## src/rtl/core/jaf_pkg.sv

```systemverilog
// shared types and constants for the joystick axis filter and framer
package jaf_pkg;

	localparam int AXES        = 2;
	localparam int SAMPLE_W    = 12;
	localparam int CENTER_W    = 12;
	localparam int DEAD_W      = 8;
	localparam int ENTRY_W     = 9;
	localparam int BYTE_W      = 8;
	localparam int CFG_INDEX_W = 1;
	localparam int CFG_DATA_W  = 12;

	localparam logic [CENTER_W-1:0] CENTER_RESET = 12'd2048;
	localparam logic [DEAD_W-1:0]   DEAD_RESET   = 8'd30;
	localparam logic [BYTE_W-1:0]   FRAME_TAIL   = 8'hFF;

	// configuration register indexes
	localparam logic [CFG_INDEX_W-1:0] CFG_CENTER_OFFSET = 1'd0;
	localparam logic [CFG_INDEX_W-1:0] CFG_DEAD_ZONE     = 1'd1;

	typedef logic signed [ENTRY_W-1:0] entry_t;

	typedef enum logic [1:0] {
		BYTE_AXIS,
		BYTE_LOW,
		BYTE_HIGH,
		BYTE_TAIL
	} byte_sel_t;

	typedef struct packed {
		logic              axis;
		logic [BYTE_W-1:0] avg_low;
		logic [BYTE_W-1:0] avg_high;
	} frame_t;

endpackage

```

## src/rtl/core/jaf_if.sv

```systemverilog
// stream interfaces for joystick samples and frame bytes
interface jaf_sample_if;
	logic        valid;
	logic        ready;
	logic        axis;
	logic [11:0] sample;

	modport source (output valid, output axis, output sample, input ready);
	modport sink (input valid, input axis, input sample, output ready);
endinterface

interface jaf_byte_if;
	logic       valid;
	logic       ready;
	logic [7:0] frame_byte;
	logic       last;

	modport source (output valid, output frame_byte, output last, input ready);
	modport sink (input valid, input frame_byte, input last, output ready);
endinterface

```

## src/rtl/core/jaf_cell.sv

```systemverilog
// one window cell: holds one entry per axis and takes its neighbour's entry on a shift
module jaf_cell (
	input  logic                      clk,
	input  logic                      arst_n,
	input  logic                      shift,
	input  logic                      axis,
	input  jaf_pkg::entry_t           din,
	output jaf_pkg::entry_t [1:0]     entries
);
	import jaf_pkg::*;

	entry_t [1:0] entry_q;

	always_ff @(posedge clk or negedge arst_n) begin
		if (!arst_n) begin
			entry_q <= '0;
		end else if (shift) begin
			entry_q[axis] <= din;
		end
	end

	assign entries = entry_q;

endmodule

```

## src/rtl/core/jaf_framer.sv

```systemverilog
// byte serialiser: turns one averaged result into a four-byte frame
module jaf_framer (
	input  logic             clk,
	input  logic             arst_n,
	input  logic             load_valid,
	input  jaf_pkg::frame_t  load_data,
	output logic             load_ready,
	jaf_byte_if.source       out_ch
);
	import jaf_pkg::*;

	frame_t    frame_q;
	byte_sel_t sel_q;
	logic      busy_q;
	logic      out_fire;
	logic      load;

	assign out_fire   = busy_q && out_ch.ready;
	// a new frame may load while the tail byte is leaving
	assign load_ready = !busy_q || (out_fire && sel_q == BYTE_TAIL);
	assign load       = load_valid && load_ready;

	always_ff @(posedge clk or negedge arst_n) begin
		if (!arst_n) begin
			busy_q <= 1'b0;
			sel_q  <= BYTE_AXIS;
		end else begin
			if (load) begin
				busy_q <= 1'b1;
				sel_q  <= BYTE_AXIS;
			end else if (out_fire) begin
				if (sel_q == BYTE_TAIL) begin
					busy_q <= 1'b0;
				end
				sel_q <= byte_sel_t'(sel_q + 2'd1);
			end
		end
	end

	always_ff @(posedge clk) begin
		if (load) begin
			frame_q <= load_data;
		end
	end

	always_comb begin
		case (sel_q)
			BYTE_AXIS: out_ch.frame_byte = {{(BYTE_W-1){1'b0}}, frame_q.axis};
			BYTE_LOW:  out_ch.frame_byte = frame_q.avg_low;
			BYTE_HIGH: out_ch.frame_byte = frame_q.avg_high;
			BYTE_TAIL: out_ch.frame_byte = FRAME_TAIL;
			default:   out_ch.frame_byte = FRAME_TAIL;
		endcase
	end

	assign out_ch.valid = busy_q;
	assign out_ch.last  = (sel_q == BYTE_TAIL);

endmodule

```

## src/rtl/core/joystick_axis_filter_framer.sv

```systemverilog
// joystick axis filter: centre, scale, dead zone, per-axis moving average, byte framer
//
// in_ch carries one 12-bit ADC sample with its axis bit; out_ch carries the
// resulting frame one byte per transaction: axis, average low byte, average
// high byte (sign carried), 0xFF with last set.
// cfg writes centre offset (index 0) and dead zone (index 1); the user must write
// them only while idle, which the block does not enforce. a frame's first byte is
// valid once its sample has passed the conditioning, window update, multiply and
// scale registers and the serialiser load. the four-byte serialiser sets the
// sustained rate; the four-stage pipeline takes samples back to back until it fills.
// the window is a row of WINDOW_LEN cells, each holding one entry per axis,
// that shift on each sample of that axis, with a running sum per axis; the
// average uses a reciprocal multiply.
// when the receiver stalls, the serialiser holds its byte, the pipeline stops
// and in_ch.ready falls; nothing is dropped.
// reset clears the windows, the sums and the pipeline, and loads the
// registers with centre 2048 and dead zone 30.
module joystick_axis_filter_framer #(
	parameter int WINDOW_LEN = 5
) (
	input  logic                               clk,
	input  logic                               arst_n,
	input  logic                               cfg_we,
	input  logic [jaf_pkg::CFG_INDEX_W-1:0]    cfg_index,
	input  logic [jaf_pkg::CFG_DATA_W-1:0]     cfg_data,
	jaf_sample_if.sink                         in_ch,
	jaf_byte_if.source                         out_ch
);
	import jaf_pkg::*;

	localparam int LOG_LEN   = $clog2(WINDOW_LEN);
	localparam int SUM_W     = ENTRY_W + LOG_LEN;
	localparam int DIV_SHIFT = SUM_W + LOG_LEN;
	localparam int DIV_MUL_I = ((1 << DIV_SHIFT) + WINDOW_LEN - 1) / WINDOW_LEN;
	localparam int PROD_W    = 2 * SUM_W + 1;
	localparam logic [SUM_W:0] DIV_MUL = (SUM_W + 1)'(DIV_MUL_I);

	logic [CENTER_W-1:0] center_q;
	logic [DEAD_W-1:0]   dead_q;

	always_ff @(posedge clk or negedge arst_n) begin
		if (!arst_n) begin
			center_q <= CENTER_RESET;
			dead_q   <= DEAD_RESET;
		end else if (cfg_we) begin
			case (cfg_index)
				CFG_CENTER_OFFSET: center_q <= cfg_data[CENTER_W-1:0];
				CFG_DEAD_ZONE:     dead_q   <= cfg_data[DEAD_W-1:0];
				default: ;
			endcase
		end
	end

	// pipeline advance
	logic   adv;
	logic   valid_s1, valid_s2, valid_s3, valid_s4;
	logic   load_ready;
	frame_t frame_s4;

	assign adv         = !valid_s4 || load_ready;
	assign in_ch.ready = adv;

	// sample conditioning
	logic signed [12:0] centered;
	logic signed [12:0] biased;
	logic signed [12:0] shifted;
	logic signed [9:0]  reduced;
	logic [9:0]         reduced_mag;
	entry_t             cond;

	always_comb begin
		centered    = $signed({1'b0, in_ch.sample}) - $signed({1'b0, center_q});
		// bias negatives so the shift truncates toward zero
		biased      = centered[12] ? centered + 13'sd7 : centered;
		shifted     = biased >>> 3;
		reduced     = shifted[9:0];
		reduced_mag = reduced[9] ? 10'(-reduced) : 10'(reduced);
		if (reduced_mag <= {2'b00, dead_q}) begin
			cond = '0;
		end else if (reduced < -10'sd256) begin
			cond = -9'sd256;
		end else if (reduced > 10'sd255) begin
			cond = 9'sd255;
		end else begin
			cond = reduced[8:0];
		end
	end

	entry_t v_s1;
	logic   axis_s1;

	always_ff @(posedge clk or negedge arst_n) begin
		if (!arst_n) begin
			valid_s1 <= 1'b0;
		end else if (adv) begin
			valid_s1 <= in_ch.valid;
		end
	end

	always_ff @(posedge clk) begin
		if (adv) begin
			v_s1    <= cond;
			axis_s1 <= in_ch.axis;
		end
	end

	// window: row of cells, the last one holds the oldest entry
	logic         shift;
	entry_t [1:0] chain [WINDOW_LEN];
	entry_t       evicted;

	assign shift   = valid_s1 && adv;
	assign evicted = chain[WINDOW_LEN-1][axis_s1];

	for (genvar i = 0; i < WINDOW_LEN; i++) begin : g_cell
		entry_t din;
		if (i == 0) begin : g_head
			assign din = v_s1;
		end else begin : g_link
			assign din = chain[i-1][axis_s1];
		end
		jaf_cell u_cell (
			.clk     (clk),
			.arst_n  (arst_n),
			.shift   (shift),
			.axis    (axis_s1),
			.din     (din),
			.entries (chain[i])
		);
	end

	logic signed [SUM_W-1:0] sum_q [AXES];
	logic signed [SUM_W-1:0] new_sum;
	logic signed [SUM_W-1:0] sum_s2;
	logic                    axis_s2;

	assign new_sum = sum_q[axis_s1] - SUM_W'(evicted) + SUM_W'(v_s1);

	always_ff @(posedge clk or negedge arst_n) begin
		if (!arst_n) begin
			sum_q[0] <= '0;
			sum_q[1] <= '0;
			valid_s2 <= 1'b0;
		end else if (adv) begin
			valid_s2 <= valid_s1;
			if (valid_s1) begin
				sum_q[axis_s1] <= new_sum;
			end
		end
	end

	always_ff @(posedge clk) begin
		if (adv) begin
			sum_s2  <= new_sum;
			axis_s2 <= axis_s1;
		end
	end

	// average: magnitude times reciprocal, then shift and restore sign
	logic [SUM_W-1:0]  sum_mag;
	logic [PROD_W-1:0] prod_s3;
	logic              neg_s3;
	logic              axis_s3;

	assign sum_mag = sum_s2[SUM_W-1] ? SUM_W'(-sum_s2) : SUM_W'(sum_s2);

	always_ff @(posedge clk or negedge arst_n) begin
		if (!arst_n) begin
			valid_s3 <= 1'b0;
		end else if (adv) begin
			valid_s3 <= valid_s2;
		end
	end

	always_ff @(posedge clk) begin
		if (adv) begin
			prod_s3 <= PROD_W'(sum_mag) * PROD_W'(DIV_MUL);
			neg_s3  <= sum_s2[SUM_W-1];
			axis_s3 <= axis_s2;
		end
	end

	logic [SUM_W-1:0]        quot;
	logic signed [SUM_W-1:0] avg;
	logic signed [15:0]      avg_wide;

	assign quot     = SUM_W'(prod_s3 >> DIV_SHIFT);
	assign avg      = neg_s3 ? $signed(SUM_W'(-quot)) : $signed(quot);
	assign avg_wide = 16'(avg);

	always_ff @(posedge clk or negedge arst_n) begin
		if (!arst_n) begin
			valid_s4 <= 1'b0;
		end else if (adv) begin
			valid_s4 <= valid_s3;
		end
	end

	always_ff @(posedge clk) begin
		if (adv) begin
			frame_s4.axis     <= axis_s3;
			frame_s4.avg_low  <= avg_wide[7:0];
			frame_s4.avg_high <= avg_wide[15:8];
		end
	end

	jaf_framer u_framer (
		.clk        (clk),
		.arst_n     (arst_n),
		.load_valid (valid_s4),
		.load_data  (frame_s4),
		.load_ready (load_ready),
		.out_ch     (out_ch)
	);

endmodule

```

## src/flat_wrapper.sv

```systemverilog
// flat-port wrapper written by rule: the top's interface ports become plain ports
module joystick_axis_filter_framer_flat import jaf_pkg::*;
#(
	parameter int WINDOW_LEN = 5
)
  (clk, arst_n, cfg_we, cfg_index, cfg_data, in_ch_valid, in_ch_axis, in_ch_sample, in_ch_ready, out_ch_valid, out_ch_frame_byte, out_ch_last, out_ch_ready);
  jaf_sample_if in_ch_i ();
  jaf_byte_if out_ch_i ();
  input  logic clk;
  input  logic arst_n;
  input  logic cfg_we;
  input  logic [jaf_pkg::CFG_INDEX_W-1:0] cfg_index;
  input  logic [jaf_pkg::CFG_DATA_W-1:0] cfg_data;
  input wire logic [$bits(in_ch_i.valid)-1:0] in_ch_valid;
  input wire logic [$bits(in_ch_i.axis)-1:0] in_ch_axis;
  input wire logic [$bits(in_ch_i.sample)-1:0] in_ch_sample;
  output wire logic [$bits(in_ch_i.ready)-1:0] in_ch_ready;
  output wire logic [$bits(out_ch_i.valid)-1:0] out_ch_valid;
  output wire logic [$bits(out_ch_i.frame_byte)-1:0] out_ch_frame_byte;
  output wire logic [$bits(out_ch_i.last)-1:0] out_ch_last;
  input wire logic [$bits(out_ch_i.ready)-1:0] out_ch_ready;
  assign in_ch_i.valid = in_ch_valid;
  assign in_ch_i.axis = in_ch_axis;
  assign in_ch_i.sample = in_ch_sample;
  assign in_ch_ready = in_ch_i.ready;
  assign out_ch_valid = out_ch_i.valid;
  assign out_ch_frame_byte = out_ch_i.frame_byte;
  assign out_ch_last = out_ch_i.last;
  assign out_ch_i.ready = out_ch_ready;
  joystick_axis_filter_framer #(.WINDOW_LEN(WINDOW_LEN)) u_core (.clk(clk), .arst_n(arst_n), .cfg_we(cfg_we), .cfg_index(cfg_index), .cfg_data(cfg_data), .in_ch(in_ch_i), .out_ch(out_ch_i));
endmodule
```

## config.mk

```make
export PLATFORM = sky130hd
export DESIGN_NAME = joystick_axis_filter_framer_flat
export DESIGN_NICKNAME = d
export VERILOG_FILES = /design/src/rtl/core/jaf_pkg.sv /design/src/rtl/core/jaf_if.sv /design/src/rtl/core/jaf_cell.sv /design/src/rtl/core/jaf_framer.sv /design/src/rtl/core/joystick_axis_filter_framer.sv /design/src/flat_wrapper.sv
export SDC_FILE = /design/constraint.sdc
export NUM_CORES = 1
export LEC_CHECK = 0
export BUFFER_PORTS_ARGS = -buffer_cell sky130_fd_sc_hd__clkbuf_2
export CAP_MARGIN = 15
export CORE_ASPECT_RATIO = 1.1
export CORE_MARGIN = 2
export CORE_UTILIZATION = 55
export DETAILED_ROUTE_END_ITERATION = 8
export GPL_TIMING_DRIVEN = 0
export PLACE_DENSITY = 0.71
export SLEW_MARGIN = 40
export SYNTH_ARGS = -nofsm -noshare
export SYNTH_HDL_FRONTEND = slang
export SYNTH_SLANG_ARGS = --single-unit
```

## constraint.sdc

```tcl
create_clock -name clk -period 8.3 [get_ports clk]
set_clock_uncertainty 0.2 [all_clocks]
set_input_delay 0.415 -clock clk [delete_from_list [all_inputs] [get_ports clk]]
set_output_delay 0.415 -clock clk [all_outputs]
set_load 0.005 [all_outputs]
```

==> run_results.csv, run 1 <==
group,metric,value,unit
synthesis,synth_top_cell_by_area,"sky130_fd_sc_hd__dfrtp_1",
critical_path,cp-end-kind,"flop",
clock_network,ctsHoldBuffers,16,
route,drcViolationCount,0,
placed_design,portBuffers,41,
clock_network,cts-buffers-inserted,22,
final_layout,num-fill-cells,1790,
synthesis,synth.top_cells.by_area,"sky130_fd_sc_hd__dfrtp_1 27%, sky130_fd_sc_hd__edfxtp_1 15%, sky130_fd_sc_hd__ha_1 13%",
clock_network,cts_max_path_buffers,3,
synthesis,synth_enable_flop_cells,61,
grt,globalRouteOverflowTotal,0,
synthesis,synth-seq-area-share,0.426,
route,drt_pre_antenna_iters,4,
final_layout,nNetsFinal,1480,
timing,transition_at_the_pin_with_the_smallest_max_transition_slack,0.750,ns
clock_network,number_of_resized_instances_in_the_post_cts_repair_step,0,
clock_network,clkTransAtPathRegs,0.06,ns
status,status,"completed",
grt,first_global_vias,8606,
final_layout,finish.cell_count_without_fillers,1589,
route,postRouteWirelength,23900,um
clock_network,clock_insertion_delay_worst_skew,0.50,ns
grt,grt_max_degree,56,
timing,timing.max_slew.rel_slack,0.500,
floorplanning,dieHeight,163,um
synthesis,postSynthCellCount,1189,
critical_path,path_class,"flop to flop",
floorplanning,core_area,0.0227,mm^2
timing,fin_crit_sh,0.845,
final_layout,layout-drive-gt1-share,0.137,
timing,hold_viol,0,
timing,unrepaired_setup_endpoints_after_global_routing,"no",
timing,final.min_clock_period,7.01,ns
synthesis,yosys_register_bits,202,
clock_network,tritoncts,"built",
min_path,hold_depth,4,
critical_path,worst-r2r-cell-count,23,
job,max_cap_violations,0,
floorplanning,design.die.area,0.0241,mm^2
final_layout,area_delta_synth_final,13.1,%
timing,setup_ws_final,1.29,ns
route,number_of_nets_with_antenna_violations_after_routing,0,
synthesis,synth_warnings,0,
floorplanning,core.rowCount,58,
synthesis,synthDominantCellAreaShare,0.270,
timing,final-setup-viol-count,0,
placed_design,placedCellCount,1533,
clock_network,postCtsSetupRepairBufs,0,
critical_path,timing.critical_path.required,8.35,ns
route,initialDrtViolationCount,435,
synthesis,synth.avg_cell_area,10.6,um^2
critical_path,timing.reg2reg.setup_slack,1.29,ns
floorplanning,initial_standard_cell_utilization_of_the_core,0.555,
synthesis,synth-async-reset-ratio,0.698,
timing,total_negative_setup_slacks,0,ns
route,vias,8403,
route,route.detailed.vias_per_inst,5.29,
final_layout,layout.area.seq,0.00537,mm^2
placed_design,dp_slack,1.16,ns
synthesis,cell_area_after_synthesis,0.0126,mm^2
placed_design,post-dp-hpwl,18100,um
final_layout,diodes_inserted,0,
synthesis,mappedNetlistNets,1396,
clock_network,cts.sink_count,202,
synthesis,synth_ff_type,"sky130_fd_sc_hd__dfrtp_1",
floorplanning,num_io_pins,42,
timing,fmax,0.143,GHz
grt,antenna_found_initial,0,
synthesis,netlist_top_cells_count,"202 x sky130_fd_sc_hd__nand2_1, 138 x sky130_fd_sc_hd__inv_1, 136 x sky130_fd_sc_hd__dfrtp_1",
clock_network,clock_root_buffer,"sky130_fd_sc_hd__clkbuf_16",
critical_path,startpoint_type,"flop",
grt,grt_usage,0.208,
critical_path,arrival,7.06,ns
timing,maxSlewViolCount,0,
final_layout,footprint_of_the_multi_input_gates,0.00660,mm^2
synthesis,synth.distinct_cells,78,
floorplanning,die_w,148,um
grt,wire_length_of_the_first_global_routing_pass,40900,um
placed_design,gp_congestion,0.842,
min_path,hold_path.class,"input port to flop",
route,routedWlPerCell,15.1,um
critical_path,critical_path.max_fanout,7,
synthesis,post-synth-top-count-cell,"sky130_fd_sc_hd__nand2_1",
clock_network,cts-htree-levels,1,
-- logic make-up (layout without fill, tap and decap cells) --
family,after synthesis,in the layout,synth area share
xor gates and xnor gates,57,57,0.0402
adders and majority gates,176,176,0.205
and+or+nand+nor,325,325,0.116
DFF,202,202,0.426
buffers and inverters,172,272,0.0519
AOI/OAI and AO/OA,186,186,0.0987
muxes,71,71,0.0623
-- per-layer routing --
layer  global-route usage  wire, um  up-vias
li1                     -         -     4181
met1                0.261     10400     4079
met2                0.381     12300      111
met3               0.0261       787       32
met4               0.0541       418        0
met5                    0         0        -
-- sequential cells by signal (all words and copies together), names as in the netlist --
name and cells:
u_core.g_cell.u_cell.entries 90, u_core.sum_q 24, u_core.frame_s4 13, u_core.u_framer.frame_q 13, u_core.center_q 12, u_core.sum_s2 12, u_core.prod_s3 10, u_core.g_cell.din 9
u_core.dead_q 8, u_core.u_framer.sel_q 2, u_core.axis_s1 1, u_core.axis_s2 1, u_core.axis_s3 1, u_core.neg_s3 1, u_core.u_framer.out_ch.valid 1, u_core.valid_s1 1
u_core.valid_s2 1, u_core.valid_s3 1, u_core.valid_s4 1
-- through the flow --
stage           util  instance area (um^2)  hold WS [ns]
6_report       0.627                 14200        0.0805
5_1_grt        0.627                 14200         0.112
4_1_cts        0.627                 14200        0.0668
3_5_place_dp   0.584                 13300         0.164
3_3_place_gp   0.580                 13200         0.201
2_1_floorplan      -                 12600       -0.0806
-- final cells by class --
type                       count  area share
buffer                        34     0.00957
clock buffer                  32      0.0463
inverter                     138      0.0364
multi-input combinational    815       0.463
clock inverter                 8      0.0103
sequential                   202       0.377
tap                          300      0.0263
timing repair buffer          60      0.0315
-- cell usage in the layout, fill, tap and decap left out, types with 6 or more instances in the layout --
| master | count |
|---|---|
| sky130_fd_sc_hd__fa_1 | 50 |
| sky130_fd_sc_hd__ha_1 | 126 |
| sky130_fd_sc_hd__nand2_1 | 201 |
| sky130_fd_sc_hd__mux2i_1 | 12 |
| sky130_fd_sc_hd__dlygate4sd3_1 | 16 |
| sky130_fd_sc_hd__nand3_1 | 16 |
| sky130_fd_sc_hd__nor2b_1 | 7 |
| sky130_fd_sc_hd__clkbuf_16 | 23 |
| sky130_fd_sc_hd__dfrtp_1 | 136 |
| sky130_fd_sc_hd__clkbuf_1 | 30 |
| sky130_fd_sc_hd__a21oi_1 | 26 |
| sky130_fd_sc_hd__mux2_2 | 59 |
| sky130_fd_sc_hd__o21a_1 | 14 |
| sky130_fd_sc_hd__o31ai_1 | 8 |
| sky130_fd_sc_hd__nand2b_1 | 11 |
| sky130_fd_sc_hd__and2_1 | 7 |
| sky130_fd_sc_hd__xor2_1 | 16 |
| sky130_fd_sc_hd__or3_1 | 6 |
| sky130_fd_sc_hd__clkbuf_2 | 41 |
| sky130_fd_sc_hd__a21o_1 | 7 |
| sky130_fd_sc_hd__clkbuf_8 | 6 |
| sky130_fd_sc_hd__xnor2_1 | 39 |
| sky130_fd_sc_hd__edfxtp_1 | 61 |
| sky130_fd_sc_hd__nor3_1 | 10 |
| sky130_fd_sc_hd__o21ai_0 | 79 |
| sky130_fd_sc_hd__inv_1 | 138 |
| sky130_fd_sc_hd__nor2_1 | 37 |
-- worst paths after layout --
path | start | endpoint
min in group asynchronous | arst_n | u_core.center_q[3]$_DFFE_PN0P_
worst min register to register | u_core.frame_s4[9]$_DFFE_PN_ | u_core.u_framer.frame_q[9]$_DFFE_PP_
worst max-delay path | u_core.sum_s2[0]$_DFFE_PN_ | u_core.prod_s3[24]$_DFFE_PN_
max in group asynchronous | arst_n | u_core.g_cell[1].u_cell.entries[3]$_DFFE_PN0P_
worst min-delay path | cfg_index | u_core.center_q[11]$_DFFE_PN1P_
worst max register to register | u_core.sum_s2[0]$_DFFE_PN_ | u_core.prod_s3[24]$_DFFE_PN_
-- worst max-delay path, cell delays in order, from the launching register on --
cell and delay [ns]:
sky130_fd_sc_hd__edfxtp_1 0.50, sky130_fd_sc_hd__inv_1 0.10, sky130_fd_sc_hd__ha_1 0.16, sky130_fd_sc_hd__nand2b_1 0.07, sky130_fd_sc_hd__or4_1 0.42, sky130_fd_sc_hd__or2_2 0.31
sky130_fd_sc_hd__o41ai_1 0.46, sky130_fd_sc_hd__xnor2_2 0.27, sky130_fd_sc_hd__ha_1 0.28, sky130_fd_sc_hd__fa_1 0.47, sky130_fd_sc_hd__inv_1 0.05, sky130_fd_sc_hd__fa_1 0.48
sky130_fd_sc_hd__inv_1 0.06, sky130_fd_sc_hd__fa_1 0.48, sky130_fd_sc_hd__ha_1 0.32, sky130_fd_sc_hd__a21o_1 0.17, sky130_fd_sc_hd__a21o_1 0.17, sky130_fd_sc_hd__a211o_1 0.34
sky130_fd_sc_hd__o31a_1 0.35, sky130_fd_sc_hd__o41ai_2 0.41, sky130_fd_sc_hd__o2111a_1 0.32, sky130_fd_sc_hd__o21bai_1 0.11, sky130_fd_sc_hd__a21oi_1 0.19, sky130_fd_sc_hd__xnor2_1 0.08
Power of run 1 is left out: the tool's default activity adds up to more than one toggle a clock period on the data nets, which glitch-free logic cannot reach.
==> run 2: changes to the inputs <==
clock period = 7.1 ns   (was 8.3 ns; I/O delays follow)
==> run 2 against run 1 <==
Effect of this change: first-iteration DRC count increased by 4.6%; design area grew 0.34%; utilization is 0.21 points higher; via count increased by 0.45%; register-to-register slack worse by 0.97 ns; hold slack worse by 0.061 ns; sequential share of layout area is 0.13 points lower; flip-flop and latch count is the same.
==> run_results.csv, run 2 (synthesized netlist as in run 1, its figures left out) <==
group,metric,value,unit
timing,fmax,0.148,GHz
final_layout,largest_register_ffs,90,
critical_path,timing.rr.start,"u_core.sum_s2[0]$_DFFE_PN_",
critical_path,critical_path.max_fanout,5,
floorplanning,initial_standard_cell_utilization_of_the_core,0.555,
critical_path,startpoint_type,"flop",
critical_path,timing.critical_path.required,7.15,ns
clock_network,cts-buffers-inserted,22,
timing,transition_at_the_pin_with_the_smallest_max_transition_slack,0.754,ns
min_path,hold_depth,4,
floorplanning,die_w,148,um
route,number_of_nets_with_antenna_violations_after_routing,0,
placed_design,gp_congestion,0.842,
timing,final-setup-viol-count,0,
min_path,hold_end,"u_core.center_q[11]$_DFFE_PN1P_",
timing,timing.max_slew.rel_slack,0.498,
critical_path,arrival,6.83,ns
route,routedWlPerCell,15.1,um
grt,antenna_found_initial,0,
final_layout,area_delta_synth_final,13.5,%
status,status,"completed",
clock_network,clkTransAtPathRegs,0.06,ns
final_layout,layout-drive-gt1-share,0.140,
final_layout,final_cell_area,0.0143,mm^2
job,max_cap_violations,0,
route,drcViolationCount,0,
placed_design,placedCellCount,1533,
critical_path,path_class,"flop to flop",
placed_design,post-dp-hpwl,18100,um
route,initialDrtViolationCount,455,
placed_design,portBuffers,41,
min_path,hold_path.class,"input port to flop",
route,route.detailed.vias_per_inst,5.30,
clock_network,clock_insertion_delay_worst_skew,0.50,ns
clock_network,clock_root_buffer,"sky130_fd_sc_hd__clkbuf_16",
floorplanning,core.rowCount,58,
critical_path,worst-r2r-cell-count,23,
floorplanning,dieHeight,163,um
clock_network,cts.sink_count,202,
floorplanning,design.die.area,0.0241,mm^2
timing,fin_crit_sh,0.955,
final_layout,diodes_inserted,0,
critical_path,cp-end-kind,"flop",
timing,total_negative_setup_slacks,0,ns
final_layout,layout.cells.most_common,"sky130_fd_sc_hd__nand2_1",
placed_design,post_dp_cell_area,0.0133,mm^2
clock_network,cts_max_path_buffers,3,
route,vias,8441,
grt,grt_usage,0.208,
clock_network,cts-htree-levels,1,
timing,maxSlewViolCount,0,
grt,first_global_vias,8606,
final_layout,most-common-layout-cells,"201 x sky130_fd_sc_hd__nand2_1, 138 x sky130_fd_sc_hd__inv_1, 136 x sky130_fd_sc_hd__dfrtp_1",
timing,final.min_clock_period,6.78,ns
route,drt_pre_antenna_iters,5,
timing,hold_viol,0,
critical_path,regToRegEndpoint,"u_core.prod_s3[24]$_DFFE_PN_",
grt,wire_length_of_the_first_global_routing_pass,40900,um
min_path,holdCritStartpoint,"cfg_index",
critical_path,timing.reg2reg.setup_slack,0.32,ns
final_layout,nNetsFinal,1483,
route,postRouteWirelength,24000,um
clock_network,tritoncts,"built",
floorplanning,num_io_pins,42,
grt,globalRouteOverflowTotal,0,
grt,grt_max_degree,56,
floorplanning,core_area,0.0227,mm^2
final_layout,finish.cell_count_without_fillers,1592,
[run 2: cell count changes in the layout (fill, tap and decap cells not counted), sizes merged]
| cell | delta |
|---|---|
| buf | +3 |
[run 2: layer usage]
| metal | routed length, um | track usage | vias up |
|---|---|---|---|
| met5 | 0 | 0 | - |
| met4 | 420 | 0.0541 | 0 |
| met3 | 759 | 0.0261 | 32 |
| met2 | 12300 | 0.381 | 108 |
| met1 | 10500 | 0.260 | 4110 |
| li1 | - | - | 4191 |
[run 2: through the flow]
step	hold WS, ns	setup slack, ns	utilization
5_1_grt	0.0522	-0.0114	0.629
3_5_place_dp	0.104	-0.0352	0.584
2_1_floorplan	-0.141	0.715	-
6_report	0.0192	0.321	0.629
3_3_place_gp	0.201	0.109	0.580
4_1_cts	0.00683	0.0446	0.627
[run 2: what timing repair did]
item | CTS | global route
hold buffers | 16 | 0
pin swaps | 0 | 3
gates resized for setup | 1 | 3
setup buffers | 0 | 3
hold endpoints to repair | 163 | 0
endpoints found under the setup margin | 1 | 3
[run 2: cell type report]
cell class | count | area (um^2)
inverters | 138 | 518
clock buffers | 32 | 659
plain buffers | 34 | 136
multi-input cells | 815 | 6620
clock inverters | 8 | 146
flip-flops and latches | 202 | 5370
well taps | 300 | 375
fillers | 1785 | 8420
repair buffers | 63 | 472
[run 2: worst max path at each step]
stage	from	to	slack, ns
6_report	u_core.sum_s2[0]$_DFFE_PN_	u_core.prod_s3[24]$_DFFE_PN_	0.32
4_1_cts	u_core.sum_s2[0]$_DFFE_PN_	u_core.prod_s3[24]$_DFFE_PN_	0.04
2_1_floorplan	u_core.sum_s2[0]$_DFFE_PN_	u_core.prod_s3[24]$_DFFE_PN_	0.71
3_5_place_dp	u_core.sum_s2[0]$_DFFE_PN_	u_core.prod_s3[24]$_DFFE_PN_	-0.04
3_3_place_gp	u_core.sum_s2[0]$_DFFE_PN_	u_core.prod_s3[24]$_DFFE_PN_	0.11
5_1_grt	u_core.sum_s2[0]$_DFFE_PN_	u_core.prod_s3[24]$_DFFE_PN_	-0.01
[run 2: worst max-delay path: stages (launching register included)]
cell	delay (ns)
sky130_fd_sc_hd__edfxtp_1	0.43
sky130_fd_sc_hd__inv_1	0.08
sky130_fd_sc_hd__ha_1	0.16
sky130_fd_sc_hd__nand2b_1	0.07
sky130_fd_sc_hd__or4_1	0.42
sky130_fd_sc_hd__or2_2	0.31
sky130_fd_sc_hd__o21ai_0	0.19
sky130_fd_sc_hd__xnor2_1	0.32
sky130_fd_sc_hd__ha_1	0.35
sky130_fd_sc_hd__inv_1	0.07
sky130_fd_sc_hd__fa_1	0.43
sky130_fd_sc_hd__fa_1	0.55
sky130_fd_sc_hd__inv_1	0.06
sky130_fd_sc_hd__fa_1	0.48
sky130_fd_sc_hd__ha_1	0.32
sky130_fd_sc_hd__a21o_1	0.17
sky130_fd_sc_hd__a21o_1	0.17
sky130_fd_sc_hd__a211o_1	0.34
sky130_fd_sc_hd__o31a_1	0.37
sky130_fd_sc_hd__o41ai_4	0.41
sky130_fd_sc_hd__o2111a_1	0.26
sky130_fd_sc_hd__o21bai_1	0.10
sky130_fd_sc_hd__a21oi_1	0.19
sky130_fd_sc_hd__xnor2_1	0.08
Power of run 2 is left out for the same reason.
==> run 3: changes to the inputs <==
ABC_AREA = 1   (was not set)
==> run 3 against run 2 <==
Effect of this change: first-iteration DRC count is 20% higher; setup slack improved by 0.30 ns; highest routed layer unchanged; largest cell class unchanged; utilization is 0.41 points higher; global-route usage grew 2.5 points; final cell count grew 20%; design area is 1.9% higher; non-clock buffer count unchanged; wire length up 13%.
==> run_results.csv, run 3 <==
group,metric,value,unit
floorplanning,dieHeight,165,um
timing,timing.max_slew.rel_slack,0.459,
final_layout,largest_register_ffs,90,
placed_design,gp_congestion,0.834,
clock_network,cts-buffers-inserted,23,
timing,fin_crit_sh,0.912,
critical_path,path_class,"flop to flop",
synthesis,mappedNetlistNets,1708,
timing,transition_at_the_pin_with_the_smallest_max_transition_slack,0.809,ns
synthesis,postSynthCellCount,1501,
route,initialDrtViolationCount,548,
timing,maxSlewViolCount,0,
synthesis,synth-async-reset-ratio,0.698,
critical_path,critical_path.max_fanout,6,
final_layout,nNetsFinal,1794,
synthesis,synth_warnings,0,
clock_network,clkTransAtPathRegs,0.06,ns
timing,final-setup-viol-count,0,
synthesis,yosys.area_share.adder,0.199,
synthesis,synth_enable_flop_cells,61,
min_path,hold_path.class,"input port to flop",
clock_network,cts_max_path_buffers,3,
final_layout,area_delta_synth_final,12.7,%
synthesis,synth.distinct_cells,45,
critical_path,worst-r2r-cell-count,24,
critical_path,timing.critical_path.required,7.17,ns
synthesis,synthMuxAreaShare,0.00242,
timing,unrepaired_setup_endpoints_after_global_routing,"no",
synthesis,synth.avg_cell_area,8.62,um^2
floorplanning,core_area,0.0230,mm^2
placed_design,portBuffers,41,
critical_path,cp-end-kind,"flop",
route,drcViolationCount,0,
route,postRouteWirelength,27200,um
job,max_cap_violations,0,
synthesis,synth_top_cell_by_area,"sky130_fd_sc_hd__dfrtp_1",
grt,first_global_vias,9708,
timing,hold_viol,0,
floorplanning,die_w,150,um
synthesis,compound_cell_area_share_of_the_yosys_netlist,0.0828,
timing,total_negative_setup_slacks,0,ns
floorplanning,num_io_pins,42,
synthesis,synth_ff_type,"sky130_fd_sc_hd__dfrtp_1",
route,vias,9792,
clock_network,clock_root_buffer,"sky130_fd_sc_hd__clkbuf_16",
synthesis,synth-seq-area-share,0.415,
grt,antenna_found_initial,0,
floorplanning,core.rowCount,58,
synthesis,post-synth-top-count-cell,"sky130_fd_sc_hd__nand2_1",
synthesis,dominant_combinational_cell_family_by_area_after_synthesis,"adder cells",
placed_design,post-dp-hpwl,20300,um
synthesis,synth.top_cells.by_area,"sky130_fd_sc_hd__dfrtp_1 26%, sky130_fd_sc_hd__edfxtp_1 14%, sky130_fd_sc_hd__nand2_1 13%",
critical_path,arrival,6.55,ns
min_path,hold_depth,4,
clock_network,clock_insertion_delay_worst_skew,0.52,ns
final_layout,diodes_inserted,0,
grt,wire_length_of_the_first_global_routing_pass,46000,um
synthesis,synthDominantCellAreaShare,0.263,
grt,grt_max_degree,67,
critical_path,startpoint_type,"flop",
synthesis,netlist_top_cells_count,"447 x sky130_fd_sc_hd__nand2_1, 244 x sky130_fd_sc_hd__inv_1, 136 x sky130_fd_sc_hd__dfrtp_1",
grt,grt_usage,0.233,
timing,final.min_clock_period,6.48,ns
clock_network,cts-htree-levels,1,
floorplanning,initial_standard_cell_utilization_of_the_core,0.562,
route,routedWlPerCell,14.3,um
timing,fmax,0.154,GHz
clock_network,postCtsSetupRepairBufs,0,
synthesis,cell_area_after_synthesis,0.0129,mm^2
clock_network,cts.sink_count,202,
synthesis,yosys_register_bits,202,
floorplanning,design.die.area,0.0248,mm^2
final_layout,num-fill-cells,1967,
synthesis,synth_simple_gate_area_share,0.182,
final_layout,most-common-layout-cells,"446 x sky130_fd_sc_hd__nand2_1, 244 x sky130_fd_sc_hd__inv_1, 136 x sky130_fd_sc_hd__dfrtp_1",
clock_network,tritoncts,"built",
route,number_of_nets_with_antenna_violations_after_routing,0,
synthesis,synth_xor_xnor_area_share,0.0339,
status,status,"completed",
final_layout,layout.cells.most_common,"sky130_fd_sc_hd__nand2_1",
final_layout,layout-drive-gt1-share,0.0792,
grt,globalRouteOverflowTotal,0,
route,route.detailed.vias_per_inst,5.14,
route,drt_pre_antenna_iters,5,
run 3: changes by cell type after synthesis, moves of 20 or more:
cell,before,now
sky130_fd_sc_hd__nand2_1,202,447
sky130_fd_sc_hd__inv_1,138,244
sky130_fd_sc_hd__mux2_2,59,1
sky130_fd_sc_hd__o21ai_0,79,119
sky130_fd_sc_hd__a21oi_1,26,52
sky130_fd_sc_hd__nand3_1,16,38
sky130_fd_sc_hd__xnor2_1,40,20
run 3: path summary, 6_finish.rpt:
check                                         startpoint                                  endpoint  slack (ns)
max                           u_core.sum_s2[0]$_DFFE_PN_              u_core.prod_s3[22]$_DFFE_PN_        0.62
min                                               cfg_we            u_core.center_q[8]$_DFFE_PN0P_        0.02
max reg2reg                   u_core.sum_s2[0]$_DFFE_PN_              u_core.prod_s3[22]$_DFFE_PN_        0.62
min reg2reg                u_core.frame_s4[16]$_DFFE_PN_     u_core.u_framer.frame_q[16]$_DFFE_PP_        0.21
max in group asynchronous                         arst_n  u_core.u_framer.out_ch.valid$_DFFE_PN0P_        5.77
min in group asynchronous                         arst_n            u_core.center_q[6]$_DFFE_PN0P_        0.03
run 3: cell type report:
class,instances,area [um^2],area share
clock inverter,9,70.1,0.00481
inverter,253,950,0.0652
buffer,36,143,0.00979
timing repair buffer,61,459,0.0315
clock buffer,33,727,0.0499
sequential,202,5370,0.368
multi-input combinational,1010,6480,0.445
tap,300,375,0.0258
run 3: cell families after synthesis:
logic type               Yosys count
adder cells (fa/ha/maj)          176
XOR/XNOR                          50
AO/OA/AOI/OAI                    198
multiplexers                       3
AND/OR/NAND/NOR                  583
buffers and inverters            289
flip-flops                       202
run 3: worst max-delay path, stage by stage (launching register included):
cell and delay [ns]:
sky130_fd_sc_hd__edfxtp_1 0.53, sky130_fd_sc_hd__nor3_1 0.28, sky130_fd_sc_hd__nand2_1 0.11, sky130_fd_sc_hd__nor3_1 0.30
sky130_fd_sc_hd__nor2_1 0.09, sky130_fd_sc_hd__xor2_1 0.51, sky130_fd_sc_hd__ha_1 0.37, sky130_fd_sc_hd__fa_1 0.48
sky130_fd_sc_hd__fa_1 0.52, sky130_fd_sc_hd__fa_1 0.56, sky130_fd_sc_hd__inv_1 0.06, sky130_fd_sc_hd__fa_1 0.53
sky130_fd_sc_hd__inv_1 0.04, sky130_fd_sc_hd__ha_1 0.36, sky130_fd_sc_hd__nand2_1 0.09, sky130_fd_sc_hd__nor2_1 0.13
sky130_fd_sc_hd__nand2_1 0.08, sky130_fd_sc_hd__o211ai_1 0.08, sky130_fd_sc_hd__a31oi_1 0.10, sky130_fd_sc_hd__o21ai_0 0.43
sky130_fd_sc_hd__nand2_1 0.10, sky130_fd_sc_hd__nand2_1 0.11, sky130_fd_sc_hd__nand2_1 0.05, sky130_fd_sc_hd__nand2_1 0.06
sky130_fd_sc_hd__xor2_1 0.06
run 3: layer usage:
| metal | track usage | vias up | part of all wire |
|---|---|---|---|
| met2 | 0.421 | 156 | 0.51 |
| li1 | - | 4912 | - |
| met1 | 0.296 | 4677 | 0.44 |
| met5 | 0 | - | 0 |
| met3 | 0.0273 | 47 | 0.032 |
| met4 | 0.0613 | 0 | 0.022 |
run 3: what timing repair did:
item | CTS | global route
hold buffers | 17 | 0
hold endpoints to repair | 96 | 0
gates resized for setup | 0 | 0
endpoints found under the setup margin | 0 | 0
run 3: stage by stage:
stage,util,std cells,hold WS (ns),area [um^2],setup WS [ns]
after floorplan,-,1501,-0.141,12900,1.52
after global placement,0.587,1842,0.201,13500,0.730
after detailed placement,0.591,1845,0.00379,13600,0.716
after CTS,0.633,1904,0.00888,14600,0.664
after global routing,0.633,1904,0.0401,14600,0.149
final,0.633,1904,0.0228,14600,0.622
Power of run 3 is left out for the same reason.
